===== src/motion_sensor_poll_sequencer_core_macros.svh =====
// ---------------------------------------------------------------------------
// Assertion macros for the motion sensor poll sequencer
// Shared forms for the concurrent checks in the RTL.
// ---------------------------------------------------------------------------
`ifndef MOTION_SENSOR_POLL_SEQUENCER_CORE_MACROS_SVH
`define MOTION_SENSOR_POLL_SEQUENCER_CORE_MACROS_SVH

// The consequent must hold in the same cycle as the antecedent.
`define MSPS_ASSERT_SAME(lbl, clk, rst, ante, cons, msg) \
   lbl: assert property (@(posedge clk) disable iff (rst) (ante) |-> (cons)) \
      else $error(msg);

// The consequent must hold in the cycle after the antecedent.
`define MSPS_ASSERT_NEXT(lbl, clk, rst, ante, cons, msg) \
   lbl: assert property (@(posedge clk) disable iff (rst) (ante) |=> (cons)) \
      else $error(msg);

`endif


===== src/msps_pkg.sv =====
// ---------------------------------------------------------------------------
// Motion sensor poll sequencer package
// Payload types, sequencer phase codes and sensor command bytes.
// ---------------------------------------------------------------------------
`timescale 1ns / 1ps

package msps_pkg;

   typedef struct packed {
      logic       action;
      logic [7:0] rx_data;
   } req_type;

   typedef struct packed {
      logic [7:0]         tx_address;
      logic [7:0]         tx_data;
      logic signed [15:0] sum_x;
      logic signed [15:0] sum_y;
      logic               report_request;
   } rsp_type;

   typedef enum logic [5:0] {
      PH_SET_RES  = 6'b000001,
      PH_SET_REST = 6'b000010,
      PH_INIT     = 6'b000100,
      PH_MOTION   = 6'b001000,
      PH_DELTA_Y  = 6'b010000,
      PH_DELTA_X  = 6'b100000
   } phase_type;

   localparam logic ACT_START = 1'b0;
   localparam logic ACT_DONE  = 1'b1;

   localparam logic [1:0] CSR_REPORT_ENABLE = 2'd0;
   localparam logic [1:0] CSR_RESOLUTION    = 2'd1;
   localparam logic [1:0] CSR_REST_RATE     = 2'd2;

   localparam logic [7:0] CMD_RESET_ADDR  = 8'hBA;
   localparam logic [7:0] CMD_RESET_DATA  = 8'h5A;
   localparam logic [7:0] CMD_RES_ADDR    = 8'h91;
   localparam logic [7:0] CMD_REST_ADDR   = 8'h18;
   localparam logic [7:0] CMD_MOTION_ADDR = 8'h02;
   localparam logic [7:0] CMD_DY_ADDR     = 8'h03;
   localparam logic [7:0] CMD_DX_ADDR     = 8'h04;
   localparam logic [7:0] CMD_NO_DATA     = 8'h00;

   localparam int MOTION_FLAG_POS = 7;

   localparam logic [7:0] RESOLUTION_RESET = 8'd128;
   localparam logic [7:0] REST_RATE_RESET  = 8'd9;

endpackage


===== src/motion_sensor_poll_sequencer_core.sv =====
// ---------------------------------------------------------------------------
// Motion sensor poll sequencer
// Picks the next SPI command for an optical motion sensor and keeps the
// swapped-axis motion sums.
// ---------------------------------------------------------------------------
//  channel  | direction | handshake               | payload
//  req_     | in        | req_valid / req_ready   | action, rx_data
//  rsp_     | out       | rsp_valid / rsp_ready   | command bytes, sums, report
//  csr_     | in        | csr_valid / csr_ready   | csr_index, csr_data
//
//  Each request yields one response, registered and presented in the cycle after it is accepted.
//  A new request is accepted every cycle while the response register is
//  empty or being drained; the response register is the only stage.
//  A stalled response holds req_ready low. The CSR port is always ready.
//  Reset is synchronous and puts the phase at the resolution write, the
//  sums at zero and the registers at their defaults.
// ---------------------------------------------------------------------------
`timescale 1ns / 1ps
`include "motion_sensor_poll_sequencer_core_macros.svh"

module motion_sensor_poll_sequencer_core (
   input  logic              clock,
   input  logic              reset,
   input  logic              req_valid,
   output logic              req_ready,
   input  msps_pkg::req_type req_payload,
   output logic              rsp_valid,
   input  logic              rsp_ready,
   output msps_pkg::rsp_type rsp_payload,
   input  logic              csr_valid,
   output logic              csr_ready,
   input  logic [1:0]        csr_index,
   input  logic [7:0]        csr_data
);
   import msps_pkg::*;

   phase_type   phase_ff, phase_in;
   logic [15:0] accum_x_ff, accum_x_in;
   logic [15:0] accum_y_ff, accum_y_in;
   logic        report_enable_ff;
   logic [7:0]  resolution_ff;
   logic [7:0]  rest_rate_ff;
   logic        rsp_valid_ff, rsp_valid_in;
   rsp_type     rsp_payload_ff, rsp_payload_in;
   logic        req_fire;
   logic [15:0] rx_ext;

   assign req_ready   = !rsp_valid_ff || rsp_ready;
   assign req_fire    = req_valid && req_ready;
   assign csr_ready   = 1'b1;
   assign rsp_valid   = rsp_valid_ff;
   assign rsp_payload = rsp_payload_ff;
   assign rx_ext      = {{8{req_payload.rx_data[7]}}, req_payload.rx_data};

   always_comb begin
      phase_in   = phase_ff;
      accum_x_in = accum_x_ff;
      accum_y_in = accum_y_ff;
      rsp_payload_in.tx_data        = CMD_NO_DATA;
      rsp_payload_in.report_request = 1'b0;
      rsp_payload_in.tx_address     = CMD_MOTION_ADDR;

      if (req_payload.action == ACT_START) begin
         rsp_payload_in.tx_address = CMD_RESET_ADDR;
         rsp_payload_in.tx_data    = CMD_RESET_DATA;
         phase_in                  = PH_SET_RES;
      end else begin
         case (phase_ff)
            PH_SET_REST: begin
               rsp_payload_in.tx_address = CMD_REST_ADDR;
               rsp_payload_in.tx_data    = rest_rate_ff;
               phase_in                  = PH_INIT;
            end
            PH_INIT: begin
               phase_in = PH_MOTION;
            end
            PH_MOTION: begin
               // With the motion bit clear the motion register is polled again.
               if (req_payload.rx_data[MOTION_FLAG_POS]) begin
                  rsp_payload_in.tx_address = CMD_DY_ADDR;
                  phase_in                  = PH_DELTA_Y;
               end
            end
            PH_DELTA_Y: begin
               // Axes are swapped: delta Y lands in the X sum.
               accum_x_in                = accum_x_ff + rx_ext;
               rsp_payload_in.tx_address = CMD_DX_ADDR;
               phase_in                  = PH_DELTA_X;
            end
            PH_DELTA_X: begin
               accum_y_in                    = accum_y_ff + rx_ext;
               phase_in                      = PH_MOTION;
               rsp_payload_in.report_request = report_enable_ff;
            end
            default: begin
               rsp_payload_in.tx_address = CMD_RES_ADDR;
               rsp_payload_in.tx_data    = resolution_ff;
               phase_in                  = PH_SET_REST;
            end
         endcase
      end

      rsp_payload_in.sum_x = accum_x_in;
      rsp_payload_in.sum_y = accum_y_in;
      rsp_valid_in = req_fire || (rsp_valid_ff && !rsp_ready);
   end

   always_ff @(posedge clock) begin
      if (reset) begin
         phase_ff         <= PH_SET_RES;
         accum_x_ff       <= '0;
         accum_y_ff       <= '0;
         report_enable_ff <= 1'b0;
         resolution_ff    <= RESOLUTION_RESET;
         rest_rate_ff     <= REST_RATE_RESET;
         rsp_valid_ff     <= 1'b0;
      end else begin
         rsp_valid_ff <= rsp_valid_in;
         if (req_fire) begin
            phase_ff   <= phase_in;
            accum_x_ff <= accum_x_in;
            accum_y_ff <= accum_y_in;
         end
         if (csr_valid && csr_ready) begin
            case (csr_index)
               CSR_REPORT_ENABLE: report_enable_ff <= csr_data[0];
               CSR_RESOLUTION:    resolution_ff    <= csr_data;
               CSR_REST_RATE:     rest_rate_ff     <= csr_data;
               default:           ;
            endcase
         end
      end
   end

   always_ff @(posedge clock) begin
      if (req_fire) begin
         rsp_payload_ff <= rsp_payload_in;
      end
   end

   `MSPS_ASSERT_SAME(a_stall_blocks_req, clock, reset, rsp_valid_ff && !rsp_ready, !req_ready, "request taken while response stalled")
   `MSPS_ASSERT_NEXT(a_start_resets_phase, clock, reset, req_fire && req_payload.action == ACT_START, phase_ff == PH_SET_RES && rsp_payload_ff.tx_address == CMD_RESET_ADDR, "start did not restart sequence")
   `MSPS_ASSERT_NEXT(a_sum_x_hold, clock, reset, !(req_fire && req_payload.action == ACT_DONE && phase_ff == PH_DELTA_Y), $stable(accum_x_ff), "X sum changed outside delta Y read")
   `MSPS_ASSERT_SAME(a_report_with_poll, clock, reset, rsp_valid_ff && rsp_payload_ff.report_request, rsp_payload_ff.tx_address == CMD_MOTION_ADDR && phase_ff == PH_MOTION, "report raised off the delta pair end")
   `MSPS_ASSERT_SAME(a_phase_onehot, clock, reset, 1'b1, $onehot(phase_ff), "phase lost one-hot encoding")

endmodule


===== config.mk =====
export PLATFORM = sky130hd
export DESIGN_NAME = motion_sensor_poll_sequencer_core
export DESIGN_NICKNAME = d
export VERILOG_FILES = /design/src/msps_pkg.sv /design/src/motion_sensor_poll_sequencer_core.sv
export VERILOG_INCLUDE_DIRS = /design/src /design/src/src
export SDC_FILE = /design/constraint.sdc
export NUM_CORES = 1
export LEC_CHECK = 0
export BUFFER_PORTS_ARGS = -buffer_cell sky130_fd_sc_hd__buf_2
export CORE_UTILIZATION = 52
export DETAILED_ROUTE_END_ITERATION = 6
export GPL_ROUTABILITY_DRIVEN = 0
export PLACE_DENSITY = 0.76
export SLEW_MARGIN = 25
export SYNTH_ARGS = -nofsm -noshare
export SYNTH_HDL_FRONTEND = slang
export SYNTH_SLANG_ARGS = --single-unit
export TNS_END_PERCENT = 20

===== constraint.sdc =====
create_clock -name clock -period 2.8 [get_ports clock]
set_input_delay 0.42 -clock clock [delete_from_list [all_inputs] [get_ports clock]]
set_output_delay 0.42 -clock clock [all_outputs]
set_load 0.05 [all_outputs]

# Word-level counts from Yosys, hierarchy flattened
# Cells that the tools add are included.
# totals
reg_bits	105
inputBits	24
output_inout_bits	52
elab_cells	46
# classes
n_addsub	2
eq_ne	8
n_mux	10
reduce_logical	14
# ops
operator	n
$mux W16	4
$add A16 B16 Y16	2
$pmux W8 S4	1
$pmux W6 S4	1
$pmux W8 S2	1
$mux W6	2
$reduce_and A2 Y1	5
$eq A6 B2 Y1 const B	1
$eq A6 B3 Y1 const B	1
$eq A6 B4 Y1 const B	1
$eq A6 B5 Y1 const B	1
$eq A6 B6 Y1 const B	1
$reduce_or A4 Y1	1
$ne A3 B3 Y1 const B	1
$eq A2 B1 Y1 const B	1
$eq A2 B2 Y1 const B	1
$logic_and A1 B1 Y1	2
$logic_not A1 Y1	2
$logic_not A2 Y1	1
$logic_or A1 B1 Y1	2
$reduce_or A2 Y1	1
$mux W1	1

# Longest topological paths before layout
# depth
ltp_word	4
depth_mapped	8
depth_no_buf	8

# Least setup slack after synthesis
# Ideal clock, no wire load.
# synth_path
path_type	register to register
start	register rsp_valid_ff, in the netlist rsp_valid
end	register rsp_payload_ff, in the netlist rsp_payload[0], enable pin
setup_ns	0.431
arrival_time_ns	3.030
path_slack_ns	-0.661
path_stages_with_launch	5
path_buffers	1
period_less_slack_ns	3.461
cell_sequence	dfxtp_1 -> nand2b_1 -> nand2_1 -> clkinv_1 -> clkbuf_1
# synth_via
elab_chain_len	3
# synth_lines
item	line	rtl
from (decl)	motion_sensor_poll_sequencer_core.sv:43	logic rsp_valid_ff, rsp_valid_in;
from (signal assigned)	motion_sensor_poll_sequencer_core.sv:118	rsp_valid_ff <= rsp_valid_in;
$logic_not A1 Y1	motion_sensor_poll_sequencer_core.sv:48	assign req_ready = !rsp_valid_ff || rsp_ready;
$logic_or A1 B1 Y1	motion_sensor_poll_sequencer_core.sv:48	
named net req_ready	motion_sensor_poll_sequencer_core.sv:25	output logic req_ready,
$logic_and A1 B1 Y1	motion_sensor_poll_sequencer_core.sv:49	assign req_fire = req_valid && req_ready;
named net req_fire	motion_sensor_poll_sequencer_core.sv:45	logic req_fire;
to (signal assigned)	motion_sensor_poll_sequencer_core.sv:137	rsp_payload_ff <= rsp_payload_in;
to (decl)	motion_sensor_poll_sequencer_core.sv:44	rsp_type rsp_payload_ff, rsp_payload_in;
# The timed path passes the listed nets, and every way through them passes these cells.
# A chain may end at the register's enable or synchronous reset.

# Worst setup path in the final report
# layout_path
start	register accum_x_ff[0]
end	register rsp_payload_ff, in the netlist rsp_payload[29] (data pin)
# layout_via
elab_chain_len	3
# layout_lines
item	line	rtl
from (decl)	motion_sensor_poll_sequencer_core.sv:38	logic [15:0] accum_x_ff, accum_x_in;
from (signal assigned)	motion_sensor_poll_sequencer_core.sv:121	accum_x_ff <= accum_x_in;
$add A16 B16 Y16	motion_sensor_poll_sequencer_core.sv:86	accum_x_in = accum_x_ff + rx_ext;
$mux W16	motion_sensor_poll_sequencer_core.sv:68	case (phase_ff)
$mux W16	motion_sensor_poll_sequencer_core.sv:63	if (req_payload.action == ACT_START) begin
named net accum_x_in[12]	motion_sensor_poll_sequencer_core.sv:38	
# The timed path passes the listed nets, and every way through them passes these cells.

==> summary.txt <==
Run status
  – Status: finished, final reports clean

Power
  – Clk pwr share: 0.324
  – P_int: 0.00223 W
  – Pwr/cell area: 492 mW/mm2
  – Share of total power in sequential cells: 0.527
  – Sw Share: 0.297
  – Leakage power: 2.85 nW
  – Max VDD drop: roughly 290 uV
  – P_sw: about 0.00094 W
  – Comb pwr share: 0.149

Yosys
  – Most used DFF post-synth: dfxtp_1
  – Syn Inst Count: 597
  – Netlist Area Pre-Place: roughly 0.0056 mm2
  – Syn avg cell area: 9.40 um2
  – Syn. warnings: 0
  – Post-synthesis sequential element count: 104
  – Post-synth EDFFs: 48
  – Synth top area share: 0.257
  – Post-synthesis sequential area ratio: 0.457
  – Post-synth top area cell: edfxtp_1
  – Distinct cells, synth: 68
  – Mapped Nets: 653
  – Top cells by area, synth: edfxtp_1 (26%), dfxtp_1 (20%), nand2_1 (6.8%)
  – FFs w/ async S/R, synth: 0

Setup path
  – Critical-path cell list: ha_1 > fa_1 > a21o_1 > a311oi_1 > o21ai_1 > o2111a_1 > o21a_1 > o31ai_1
  – Crit-path slowest cell: fa_1
  – CP max FO: 4
  – Critical path's largest stage delay: approximately 0.40 ns
  – R2R Path Start: accum_x_ff[0]
  – Critical path type: flop to flop
  – Worst Path Arrival: 2.85 ns
  – CP Launch Type: flop
  – Crit. Startpoint: accum_x_ff[0]
  – Setup crit end kind: flop
  – R2r setup slk: between 0.15 and 0.2 ns
  – CP required: 3.01 ns

Global route
  – Largest net degree at the start of global routing: 34
  – Total track usage: 0.242
  – First-pass GRT wire length: 21600 um
  – Initial antenna violation count: 0
  – Number of global-route vias before repair: 4542
  – GRT overflow: 0

Timing
  – Final Hold Fails: 0
  – Finish-stage setup viols: 0
  – Pins Over Slew Limit: 0
  – Period utilization: 0.941
  – Unrepaired setup endpoints after global routing: no
  – F_max: 0.379 GHz
  – Skew final: 0.00965 ns
  – Min Tclk post-route: 2.64 ns
  – Worst-Margin Slew: 0.706 ns
  – Max-slew headroom: 0.529
  – Final Hold Slack: 0.268 ns

Routing
  – Routed WL: 12900 um
  – Drt drc: 0
  – 1st-pass router iterations: 5
  – DR iter-0 viols: around 270
  – Vias: 4747
  – Via-per-instance ratio: 5.81
  – Remaining antenna violation count: 0
  – Routed wire per std cell: 15.8 um

CTS
  – Worst-Skew Late Latency: 0.39 ns
  – Clk root buf: clkbuf_8
  – Clock-pin slew on the worst setup and hold paths: 0.11 ns
  – Num CTS Buffers: 9
  – Hold Buf Count CTS: 0
  – Clock Sinks: between 100 and 150
  – CTS tree: yes
  – Clock Path Buffers: 2
  – CTS H-tree lvls: 3

Die
  – Starting Density: 0.539
  – Site row count: 37
  – Area of the core: 0.0104 mm2
  – Die height: between 100 and 150 um
  – IO Count: 76
  – Die width: 106 um
  – Full die area: 0.0112 mm2

Placement
  – Placed Cells: 801
  – IO buf count: 73
  – Placed wire-length estimate: 9240 um

Cells and area
  – Fin cells: ~820
  – Antenna fix cells: 0
  – Area growth syn-to-layout: 14.7%
  – # fillers: 865
  – Final Util: 0.618
  – Share of cells above drive strength 1: 0.197
  – Nets: ~730

Run
  – Max-Cap Viols: 0

Min path
  – Worst Hold Launch: csr_data[3]
  – Min-delay worst type: input pin to flop
-- synthesized netlist by cell type, types with 3 or more instances --
cell / instances
o21ai_0: 19
o211ai_1: 5
edfxtp_1: 48
nand3_1: 25
nand4_1: 3
a21boi_0: 3
nand3b_1: 4
nor2_1: 56
a311o_1: 3
o22ai_1: 5
and2_1: 3
a21o_1: 12
xor2_1: 7
buf_2: 5
clkbuf_1: 19
dfxtp_1: 56
o21ai_1: 6
a32o_1: 4
nor3_1: 15
a21oi_1: 41
nor4_1: 5
a2111o_1: 3
ha_1: 30
a31o_2: 3
nor2b_1: 3
nand2_1: 101
buf_1: 3
mux2i_1: 17
xnor2_1: 20
and3_1: 7
mux2_2: 9
inv_1: 10
-- stage by stage --
stage                     area, um2  power (W)  setup TNS, ns  worst slack (ns)
final                          6440    0.00317              0             0.164
after global routing           6440    0.00328              0           0.00232
after CTS                      6440    0.00318              0             0.106
after detailed placement       6220    0.00217         -0.210           -0.0996
after global placement         6220    0.00216        -0.0590           -0.0590
after floorplan                5610    0.00204              0           0.00124
-- cell families after synthesis --
group	count (synthesis)	synth area share
XOR/XNOR	27	0.0421
AND/OR/NAND/NOR	235	0.193
AO/OA/AOI/OAI	130	0.155
multiplexers	26	0.0484
adder cells (fa/ha/maj)	32	0.0740
flip-flops	104	0.457
other	2	0.00134
buffers and inverters	41	0.0299
-- routing by layer --
metal,vias up,part of all wire,track usage
met3,28,0.057,0.0399
met4,0,0.021,0.0992
met1,2240,0.44,0.318
li1,2316,-,-
met2,163,0.48,0.396
met5,-,0,0
-- power by group through the flow --
stage	combinational (W)	clock [W]	sequential (W)
after CTS	0.000472	0.00104	0.00167
final	0.000472	0.00103	0.00167
after floorplan	0.000208	0	0.00183
after global placement	0.000456	0	0.00170
after detailed placement	0.000468	0	0.00170
after global routing	0.000508	0.00110	0.00168
-- critical path: cells and delay by family (launching register included) --
family	cells	cell delay, ns
adders and majority gates	2	0.62
AOI/OAI and AO/OA	6	1.49
DFF	1	0.34
-- final timing paths --
path,depth (start not counted),to
max,8,rsp_payload[29]
min,3,rest_rate_ff[3]
max reg2reg,8,rsp_payload[29]
min reg2reg,2,accum_x_ff[2]
-- flip-flops by register name, summed over array words and instances (netlist names) --
name              cells
rsp_payload          48
report_enable_ff      1
rsp_valid             1
accum_y_ff           16
phase_ff              6
resolution_ff         8
rest_rate_ff          8
accum_x_ff           16
-- layout make-up --
type | instances | area (um2) | area share
well taps | 136 | 170 | 0.0264
clock buffers | 9 | 124 | 0.0192
repair buffers | 97 | 558 | 0.0867
inverters | 12 | 45.0 | 0.00700
clock inverters | 7 | 96.3 | 0.0150
flip-flops and latches | 104 | 2560 | 0.398
multi-input cells | 452 | 2880 | 0.448
-- layout by cell type, fill, tap and decap left out, types with 7 or more instances in the layout --
master and count:
edfxtp_1 48, a21oi_1 41, mux2_2 9, o21ai_1 7, clkbuf_8 9, nand2_1 101
mux2i_1 17, xnor2_1 20, buf_2 73, o21ai_0 18, inv_1 10, a21o_1 12
ha_1 30, dfxtp_1 56, xor2_1 7, nand3_1 25, nor3_1 15, nor2_1 56
and3_1 7, buf_4 23
-- timing repair --
item                                    4_1_cts  5_1_grt
endpoints found under the hold margin         0        0
endpoints found under the setup margin        0        3
gates resized for setup                       0        1
buffers inserted                              0        0
(Power assumes the default switching activity.)
